## src/fiud_pkg.sv

```systemverilog
// Shared constants, types and helpers of the fastest idle unit dispatcher.
`default_nettype none

package fiud_pkg;

  // Number of work units (1 to 8).
  localparam int NUM_UNITS = 4;
  // Number of per-unit time registers on the configuration port.
  localparam int REG_COUNT = 8;
  localparam int REG_IDX_W = 3;

  localparam int IDX_W      = (NUM_UNITS > 1) ? $clog2(NUM_UNITS) : 1;
  localparam int TIME_W     = 16;
  localparam int TASK_W     = 16;
  localparam int TICK_W     = 32;
  localparam int UNIT_OUT_W = 3;
  localparam int OUT_DATA_W = 40;
  localparam int CFG_ADDR_W = 5;
  localparam int CFG_DATA_W = 32;

  localparam logic [TIME_W-1:0] TIME_RESET = 16'd1;

  // Controller to datapath commands.
  typedef struct packed {
    logic             start;
    logic             scan;
    logic             scan_first;
    logic [IDX_W-1:0] scan_idx;
    logic             apply;
    logic             commit;
  } dp_cmd_t;

  // Datapath to controller status.
  typedef struct packed {
    logic out_free;
  } dp_sts_t;

  // 32-bit add that saturates at all ones.
  function automatic logic [TICK_W-1:0] sat_add32(input logic [TICK_W-1:0] a,
                                                  input logic [TICK_W-1:0] b);
    logic [TICK_W:0] s;
    s = {1'b0, a} + {1'b0, b};
    return s[TICK_W] ? {TICK_W{1'b1}} : s[TICK_W-1:0];
  endfunction

endpackage

`default_nettype wire

```

## src/fiud_ctrl.sv

```systemverilog
// Controller state machine: accept, unit scan, apply, commit.
`default_nettype none

module fiud_ctrl import fiud_pkg::*; (
  input  wire logic    clk_i,
  input  wire logic    rst_ni,
  input  wire logic    in_valid_i,
  output logic         in_ready_o,
  input  wire dp_sts_t sts_i,
  output dp_cmd_t      cmd_o
);

  typedef enum logic [1:0] {
    ST_IDLE,
    ST_SCAN,
    ST_APPLY,
    ST_COMMIT
  } state_e;

  state_e           state_q;
  logic             ready_q;
  logic [IDX_W-1:0] idx_q;
  logic             last_unit;

  assign last_unit = (idx_q == IDX_W'(NUM_UNITS - 1));

  // State, scan counter and registered ready
  always_ff @(posedge clk_i or negedge rst_ni) begin
    if (!rst_ni) begin
      state_q <= ST_IDLE;
      ready_q <= 1'b0;
      idx_q   <= '0;
    end else begin
      case (state_q)
        ST_IDLE: begin
          ready_q <= 1'b1;
          if (in_valid_i && ready_q) begin
            ready_q <= 1'b0;
            idx_q   <= '0;
            state_q <= ST_SCAN;
          end
        end
        ST_SCAN: begin
          if (last_unit) begin
            state_q <= ST_APPLY;
          end else begin
            idx_q <= idx_q + IDX_W'(1);
          end
        end
        ST_APPLY: begin
          state_q <= ST_COMMIT;
        end
        ST_COMMIT: begin
          if (sts_i.out_free) begin
            ready_q <= 1'b1;
            state_q <= ST_IDLE;
          end
        end
        default: begin
          state_q <= ST_IDLE;
          ready_q <= 1'b0;
        end
      endcase
    end
  end

  assign in_ready_o = ready_q;

  // Command decode
  always_comb begin
    cmd_o            = '0;
    cmd_o.start      = (state_q == ST_IDLE) && in_valid_i && ready_q;
    cmd_o.scan       = (state_q == ST_SCAN);
    cmd_o.scan_first = (state_q == ST_SCAN) && (idx_q == '0);
    cmd_o.scan_idx   = idx_q;
    cmd_o.apply      = (state_q == ST_APPLY);
    cmd_o.commit     = (state_q == ST_COMMIT) && sts_i.out_free;
  end

endmodule

`default_nettype wire

```

## src/fiud_dp.sv

```systemverilog
// Datapath: unit times, busy countdowns, tick, scan, multiply, result register.
`default_nettype none

module fiud_dp import fiud_pkg::*; (
  input  wire logic                  clk_i,
  input  wire logic                  rst_ni,
  input  wire dp_cmd_t               cmd_i,
  output dp_sts_t                    sts_o,
  input  wire logic [TASK_W-1:0]     task_count_i,
  input  wire logic                  cfg_we_i,
  input  wire logic [REG_IDX_W-1:0]  cfg_widx_i,
  input  wire logic [TIME_W-1:0]     cfg_wdata_i,
  input  wire logic [REG_IDX_W-1:0]  cfg_ridx_i,
  output logic      [TIME_W-1:0]     cfg_rdata_o,
  output logic                       out_valid_o,
  input  wire logic                  out_ready_i,
  output logic      [OUT_DATA_W-1:0] out_data_o
);

  logic [TIME_W-1:0]     unit_time_q [REG_COUNT];
  logic [TICK_W-1:0]     busy_q      [NUM_UNITS];
  logic [TICK_W-1:0]     tick_q;
  logic [TASK_W-1:0]     tasks_q;
  logic [TICK_W-1:0]     least_q;
  logic [IDX_W-1:0]      best_idx_q;
  logic [TIME_W-1:0]     best_time_q;
  logic [TICK_W-1:0]     prod_q;
  logic                  out_valid_q;
  logic [UNIT_OUT_W-1:0] out_unit_q;
  logic [TICK_W-1:0]     out_finish_q;

  logic [TICK_W-1:0]     cur_busy;
  logic [TIME_W-1:0]     cur_time;
  logic                  take;

  assign sts_o.out_free = !out_valid_q || out_ready_i;

  // Per-unit time registers
  always_ff @(posedge clk_i or negedge rst_ni) begin
    if (!rst_ni) begin
      for (int i = 0; i < REG_COUNT; i++) begin
        unit_time_q[i] <= TIME_RESET;
      end
    end else if (cfg_we_i) begin
      unit_time_q[cfg_widx_i] <= cfg_wdata_i;
    end
  end

  assign cfg_rdata_o = unit_time_q[cfg_ridx_i];

  // Scan compare: least countdown first, then smallest time, lowest index
  assign cur_busy = busy_q[cmd_i.scan_idx];
  assign cur_time = unit_time_q[REG_IDX_W'(cmd_i.scan_idx)];
  assign take     = cmd_i.scan_first || (cur_busy < least_q) ||
                    ((cur_busy == least_q) && (cur_time < best_time_q));

  // Job registers, scan result and product
  always_ff @(posedge clk_i) begin
    if (cmd_i.start) begin
      tasks_q <= task_count_i;
    end
    if (cmd_i.scan && take) begin
      least_q     <= cur_busy;
      best_idx_q  <= cmd_i.scan_idx;
      best_time_q <= cur_time;
    end
    if (cmd_i.apply) begin
      prod_q <= {{(TICK_W-TIME_W){1'b0}}, best_time_q} *
                {{(TICK_W-TASK_W){1'b0}}, tasks_q};
    end
  end

  // Countdowns and tick: jump by the least countdown, then load the chosen unit
  always_ff @(posedge clk_i or negedge rst_ni) begin
    if (!rst_ni) begin
      for (int i = 0; i < NUM_UNITS; i++) begin
        busy_q[i] <= '0;
      end
      tick_q <= '0;
    end else if (cmd_i.apply) begin
      for (int i = 0; i < NUM_UNITS; i++) begin
        busy_q[i] <= busy_q[i] - least_q;
      end
      tick_q <= sat_add32(tick_q, least_q);
    end else if (cmd_i.commit) begin
      busy_q[best_idx_q] <= prod_q;
    end
  end

  // Result register
  always_ff @(posedge clk_i or negedge rst_ni) begin
    if (!rst_ni) begin
      out_valid_q <= 1'b0;
    end else if (cmd_i.commit) begin
      out_valid_q <= 1'b1;
    end else if (out_ready_i) begin
      out_valid_q <= 1'b0;
    end
  end

  always_ff @(posedge clk_i) begin
    if (cmd_i.commit) begin
      out_unit_q   <= UNIT_OUT_W'(best_idx_q);
      out_finish_q <= sat_add32(tick_q, prod_q);
    end
  end

  assign out_valid_o = out_valid_q;
  assign out_data_o  = {{(OUT_DATA_W-TICK_W-UNIT_OUT_W){1'b0}}, out_finish_q, out_unit_q};

endmodule

`default_nettype wire

```

## src/fastest_idle_unit_dispatcher.sv

```systemverilog
// Top level of the fastest idle unit dispatcher.
// Each job request carries a task count and is handed to the idle work unit
// with the smallest per-task time (lowest index on ties); if no unit is idle,
// the tick clock jumps ahead by the smallest busy countdown so that one frees.
// The chosen unit's countdown becomes time * task_count and the result gives
// the unit and the finish tick (saturating at all ones). The scan visits
// one unit countdown per cycle; the apply state then jumps the countdowns
// and forms the product, and the commit state loads the chosen unit. Ready
// returns at commit, which waits while a result sits unaccepted in the
// output register. Unit times sit at APB byte address 4*i, reset to 1.
// Write them only while no job is in flight; the block does not enforce it.
`default_nettype none

module fastest_idle_unit_dispatcher import fiud_pkg::*; (
  input  wire logic                  clk_i,
  input  wire logic                  rst_ni,
  // task_count[15:0]
  input  wire logic [TASK_W-1:0]     s_axis_tdata,
  input  wire logic                  s_axis_tvalid,
  output logic                       s_axis_tready,
  // unit_index[2:0], finish_tick[34:3], zero[39:35]
  output logic      [OUT_DATA_W-1:0] m_axis_tdata,
  output logic                       m_axis_tvalid,
  input  wire logic                  m_axis_tready,
  input  wire logic                  psel,
  input  wire logic                  penable,
  input  wire logic                  pwrite,
  input  wire logic [CFG_ADDR_W-1:0] paddr,
  input  wire logic [CFG_DATA_W-1:0] pwdata,
  output logic      [CFG_DATA_W-1:0] prdata,
  output logic                       pready
);

  dp_cmd_t           cmd;
  dp_sts_t           sts;
  logic [TIME_W-1:0] cfg_rdata;

  // APB decode: zero wait states
  assign pready = 1'b1;
  assign prdata = {{(CFG_DATA_W-TIME_W){1'b0}}, cfg_rdata};

  fiud_ctrl u_ctrl (
    .clk_i      (clk_i),
    .rst_ni     (rst_ni),
    .in_valid_i (s_axis_tvalid),
    .in_ready_o (s_axis_tready),
    .sts_i      (sts),
    .cmd_o      (cmd)
  );

  fiud_dp u_dp (
    .clk_i        (clk_i),
    .rst_ni       (rst_ni),
    .cmd_i        (cmd),
    .sts_o        (sts),
    .task_count_i (s_axis_tdata),
    .cfg_we_i     (psel && penable && pwrite),
    .cfg_widx_i   (paddr[CFG_ADDR_W-1:2]),
    .cfg_wdata_i  (pwdata[TIME_W-1:0]),
    .cfg_ridx_i   (paddr[CFG_ADDR_W-1:2]),
    .cfg_rdata_o  (cfg_rdata),
    .out_valid_o  (m_axis_tvalid),
    .out_ready_i  (m_axis_tready),
    .out_data_o   (m_axis_tdata)
  );

endmodule

`default_nettype wire

```

## config.mk

```make
export PLATFORM = sky130hd
export DESIGN_NAME = fastest_idle_unit_dispatcher
export DESIGN_NICKNAME = d
export VERILOG_FILES = /design/src/fiud_pkg.sv /design/src/fiud_ctrl.sv /design/src/fiud_dp.sv /design/src/fastest_idle_unit_dispatcher.sv
export SDC_FILE = /design/constraint.sdc
export NUM_CORES = 2
export LEC_CHECK = 0
export ABC_AREA = 0
export BUFFER_PORTS_ARGS = -buffer_cell sky130_fd_sc_hd__buf_2
export CAP_MARGIN = 10
export CORE_UTILIZATION = 69
export DETAILED_ROUTE_END_ITERATION = 7
export PLACE_DENSITY_LB_ADDON = 0.3
export SYNTH_ARGS = -nofsm -noshare
export SYNTH_HDL_FRONTEND = slang
export SYNTH_SLANG_ARGS = --single-unit
```

## constraint.sdc

```tcl
create_clock -name clk_i -period 10.6 [get_ports clk_i]
set_input_delay 0 -clock clk_i [delete_from_list [all_inputs] [get_ports clk_i]]
set_output_delay 0 -clock clk_i [all_outputs]
set_load 0.005 [all_outputs]
```

==> reports/metrics.cfg <==
[timing]
hold_slack_ns=0.0575
slew_headroom=0.184
fin_skew_ns=0.0341
slew_violations=0
setup_violations=0
min_period_over_period=0.648
tightest_slew_ns=1.22
final.setup.tns_ns=0
hold_viol=0
period_needed_ns=6.87
rsz0062_at_grt=false
fmax_mhz=146

[setup_path]
startpoint=u_dp.best_time_q[7]$_DFFE_PP_
r2r_cells=21
crit_path_end=u_dp.prod_q[29]$_DFFE_PP_
crit_required_ns=10.95
end_kind=flop
start_kind=flop
r2r_start=u_dp.best_time_q[7]$_DFFE_PP_
r2r_end=u_dp.prod_q[29]$_DFFE_PP_
crit_type=flop to flop
worst-r2r-setup-slack_ns=3.73
critPathMaxFanout=17
crit_arrival_ns=7.22

[die]
die_area_mm2=0.0545
rows=84
die_h_um=233
num_io_pins=135
core_mm2=0.0528
die_x_um=233
start_util=0.701

[yosys]
ys_async_sr_fraction=0.690
avgSynthCellArea_um2=10.0
synth_most_common_cell=ha_1
netlist_area_mm2=0.0370
synthTopCellsByCount=ha_1, inv_1, nand2_1
synthCells=3681
ys_ff_latch=426
synth_ff_type=dfrtp_1
synth_top_cell_by_area=dfrtp_1
synth.area.top_cells=dfrtp_1, ha_1, fa_1
yosysUniqueCellTypes=87
ys_seq_area_frac=0.306
ys_warn_count=0
synth-edff-count=132
synth_top_area_share=0.194

[grt]
grt.total_usage=0.351
antenna_found_initial=0
globalRouteOverflowTotal=0
grt_pass1_vias=29300
grt_max_degree=122
grt_pass1_wl_um=151000

[clock_tree]
path_clk_slew_ns=0.06
post_cts_resized=0
h-tree-depth=2
cts_tree=built
clockBufferDepth=3
clock_latency_ns=0.63
clock_sinks=426
clockRootBuffer=clkbuf_16
cts_buffers=49

[finish]
syn2layout_area_growth_pct=8.38
nets=4349
final_cells=4473
fillCellCount=3478
antennaDiodeCount=0
final_layout_size_suffix_gt1_frac=0.124

[drt]
post_drt_via_cell_ratio=6.42
num_vias=28700
drt_iter0_drc=2680
wl_per_cell_um=20.9
drtAntennaViolNets=0
routed_wl_um=93300
route.detailed.drc=14
drt-pass1-iter-count=8

[placement]
dp.cells=4346
dp_hpwl_um=65900
gp_congestion=0.946
port_buffers=93

[min_path]
hp-class=input port to asynchronous set/reset pin

[status]
violations=DRC
status=complete, but fails checks

[run]
max_cap_violations=0

==> kinds of logic (layout without fill, tap and decap cells) <==
group | count (synthesis) | count (layout) | share of synthesized area
buffers and inverters | 500 | 583 | 0.0540
multiplexers | 307 | 307 | 0.105
flip-flops | 426 | 426 | 0.306
XOR/XNOR | 171 | 171 | 0.0405
other | 2 | 23 | 0.000203
AND/OR/NAND/NOR | 863 | 863 | 0.114
adder cells (fa/ha/maj) | 545 | 545 | 0.225
AO/OA/AOI/OAI | 867 | 867 | 0.155
==> cell usage in the layout, fill, tap and decap left out, types with 13 or more instances in the layout <==
cell           instances
a211oi_1              36
a21o_1               123
a21oi_1              213
a22oi_1               68
and2_1               127
and3_1                25
buf_2                 92
buf_4                 24
clkbuf_16             50
clkinv_2              13
conb_1                23
dfrtp_1              284
dlygate4sd3_1         35
edfxtp_1             132
fa_1                 200
ha_1                 344
inv_1                339
mux2_2               155
mux2i_1              104
mux4_2                48
nand2_1              332
nand2b_1              29
nand3_1               45
nand4_1               41
nor2_1               121
nor2b_1               40
nor3_1                25
o21a_1                39
o21ai_0              175
o21bai_1              28
o22a_1                33
o31ai_1               14
or3_1                 22
xnor2_1              109
xor2_1                62
==> metrics by stage <==
step | utilization | worst slack (ns) | cell area (um2)
detailed placement | 0.719 | 3.79 | 37900
finish | 0.759 | 3.73 | 40100
global route | 0.759 | 3.49 | 40100
CTS | 0.759 | 3.75 | 40100
global placement | 0.719 | 3.90 | 37900
floorplan | - | 3.80 | 37100
==> registers in the layout, indices dropped and copies added (netlist names) <==
name and cells:
u_ctrl.state_q 2, u_dp.prod_q 32, u_dp.best_idx_q 2, u_dp.busy_q 128, u_dp.tick_q 32, u_ctrl.in_ready_o 1, u_dp.out_finish_q 32, u_dp.best_time_q 16
u_ctrl.idx_q 2, u_dp.least_q 32, u_dp.out_valid_o 1, u_dp.out_unit_q 2, u_dp.unit_time_q 128, u_dp.tasks_q 16
==> worst max-delay path, stage by stage, from the launching register on <==
cell	delay, ns
edfxtp_1	0.73
and2_1	0.32
fa_1	0.55
inv_1	0.05
fa_1	0.47
fa_1	0.52
fa_1	0.55
inv_1	0.05
fa_1	0.47
inv_1	0.05
fa_1	0.48
inv_1	0.04
ha_1	0.33
a21o_1	0.18
a21oi_1	0.13
nor2b_1	0.08
or4_1	0.47
o21ai_1	0.27
a21o_1	0.22
o221ai_1	0.19
o41ai_1	0.36
xnor2_1	0.10
==> repair_timing <==
item / CTS / global route
setup buffers: 0 / 0
hold buffers: 35 / 0
endpoints found under the hold margin: 268 / 0
==> routing by layer <==
metal | part of all wire | global-route usage | up-vias
li1 | - | - | 13200
met1 | 0.40 | 0.455 | 14100
met2 | 0.48 | 0.588 | 1264
met3 | 0.084 | 0.0562 | 246
met4 | 0.036 | 0.143 | 0
met5 | 0 | 0 | -
==> area by class of cell <==
type	count	area, um2	area share
Multi-Input combinational cell	2776	23800	0.594
Inverter	339	1270	0.0318
Clock inverter	34	460	0.0115
Clock buffer	58	1320	0.0330
Sequential cell	426	11300	0.283
Timing Repair Buffer	152	1010	0.0251
Tap cell	688	861	0.0215
==> worst min-delay path by stage <==
stage | start | endpoint | slack [ns]
floorplan | rst_ni | u_ctrl.idx_q[0]$_DFFE_PN0P_ | -0.30
global placement | rst_ni | u_dp.unit_time_q[10]$_DFFE_PN0P_ | 0.16
detailed placement | rst_ni | u_dp.unit_time_q[58]$_DFFE_PN0P_ | 0.16
CTS | s_axis_tdata[2] | u_dp.tasks_q[2]$_DFFE_PP_ | 0.07
global route | s_axis_tdata[13] | u_dp.tasks_q[13]$_DFFE_PP_ | 0.09
finish | rst_ni | u_dp.unit_time_q[58]$_DFFE_PN0P_ | 0.06
Power is not shown: default switching activity piles up to over one toggle a cycle in this logic, so the estimate is an artifact.
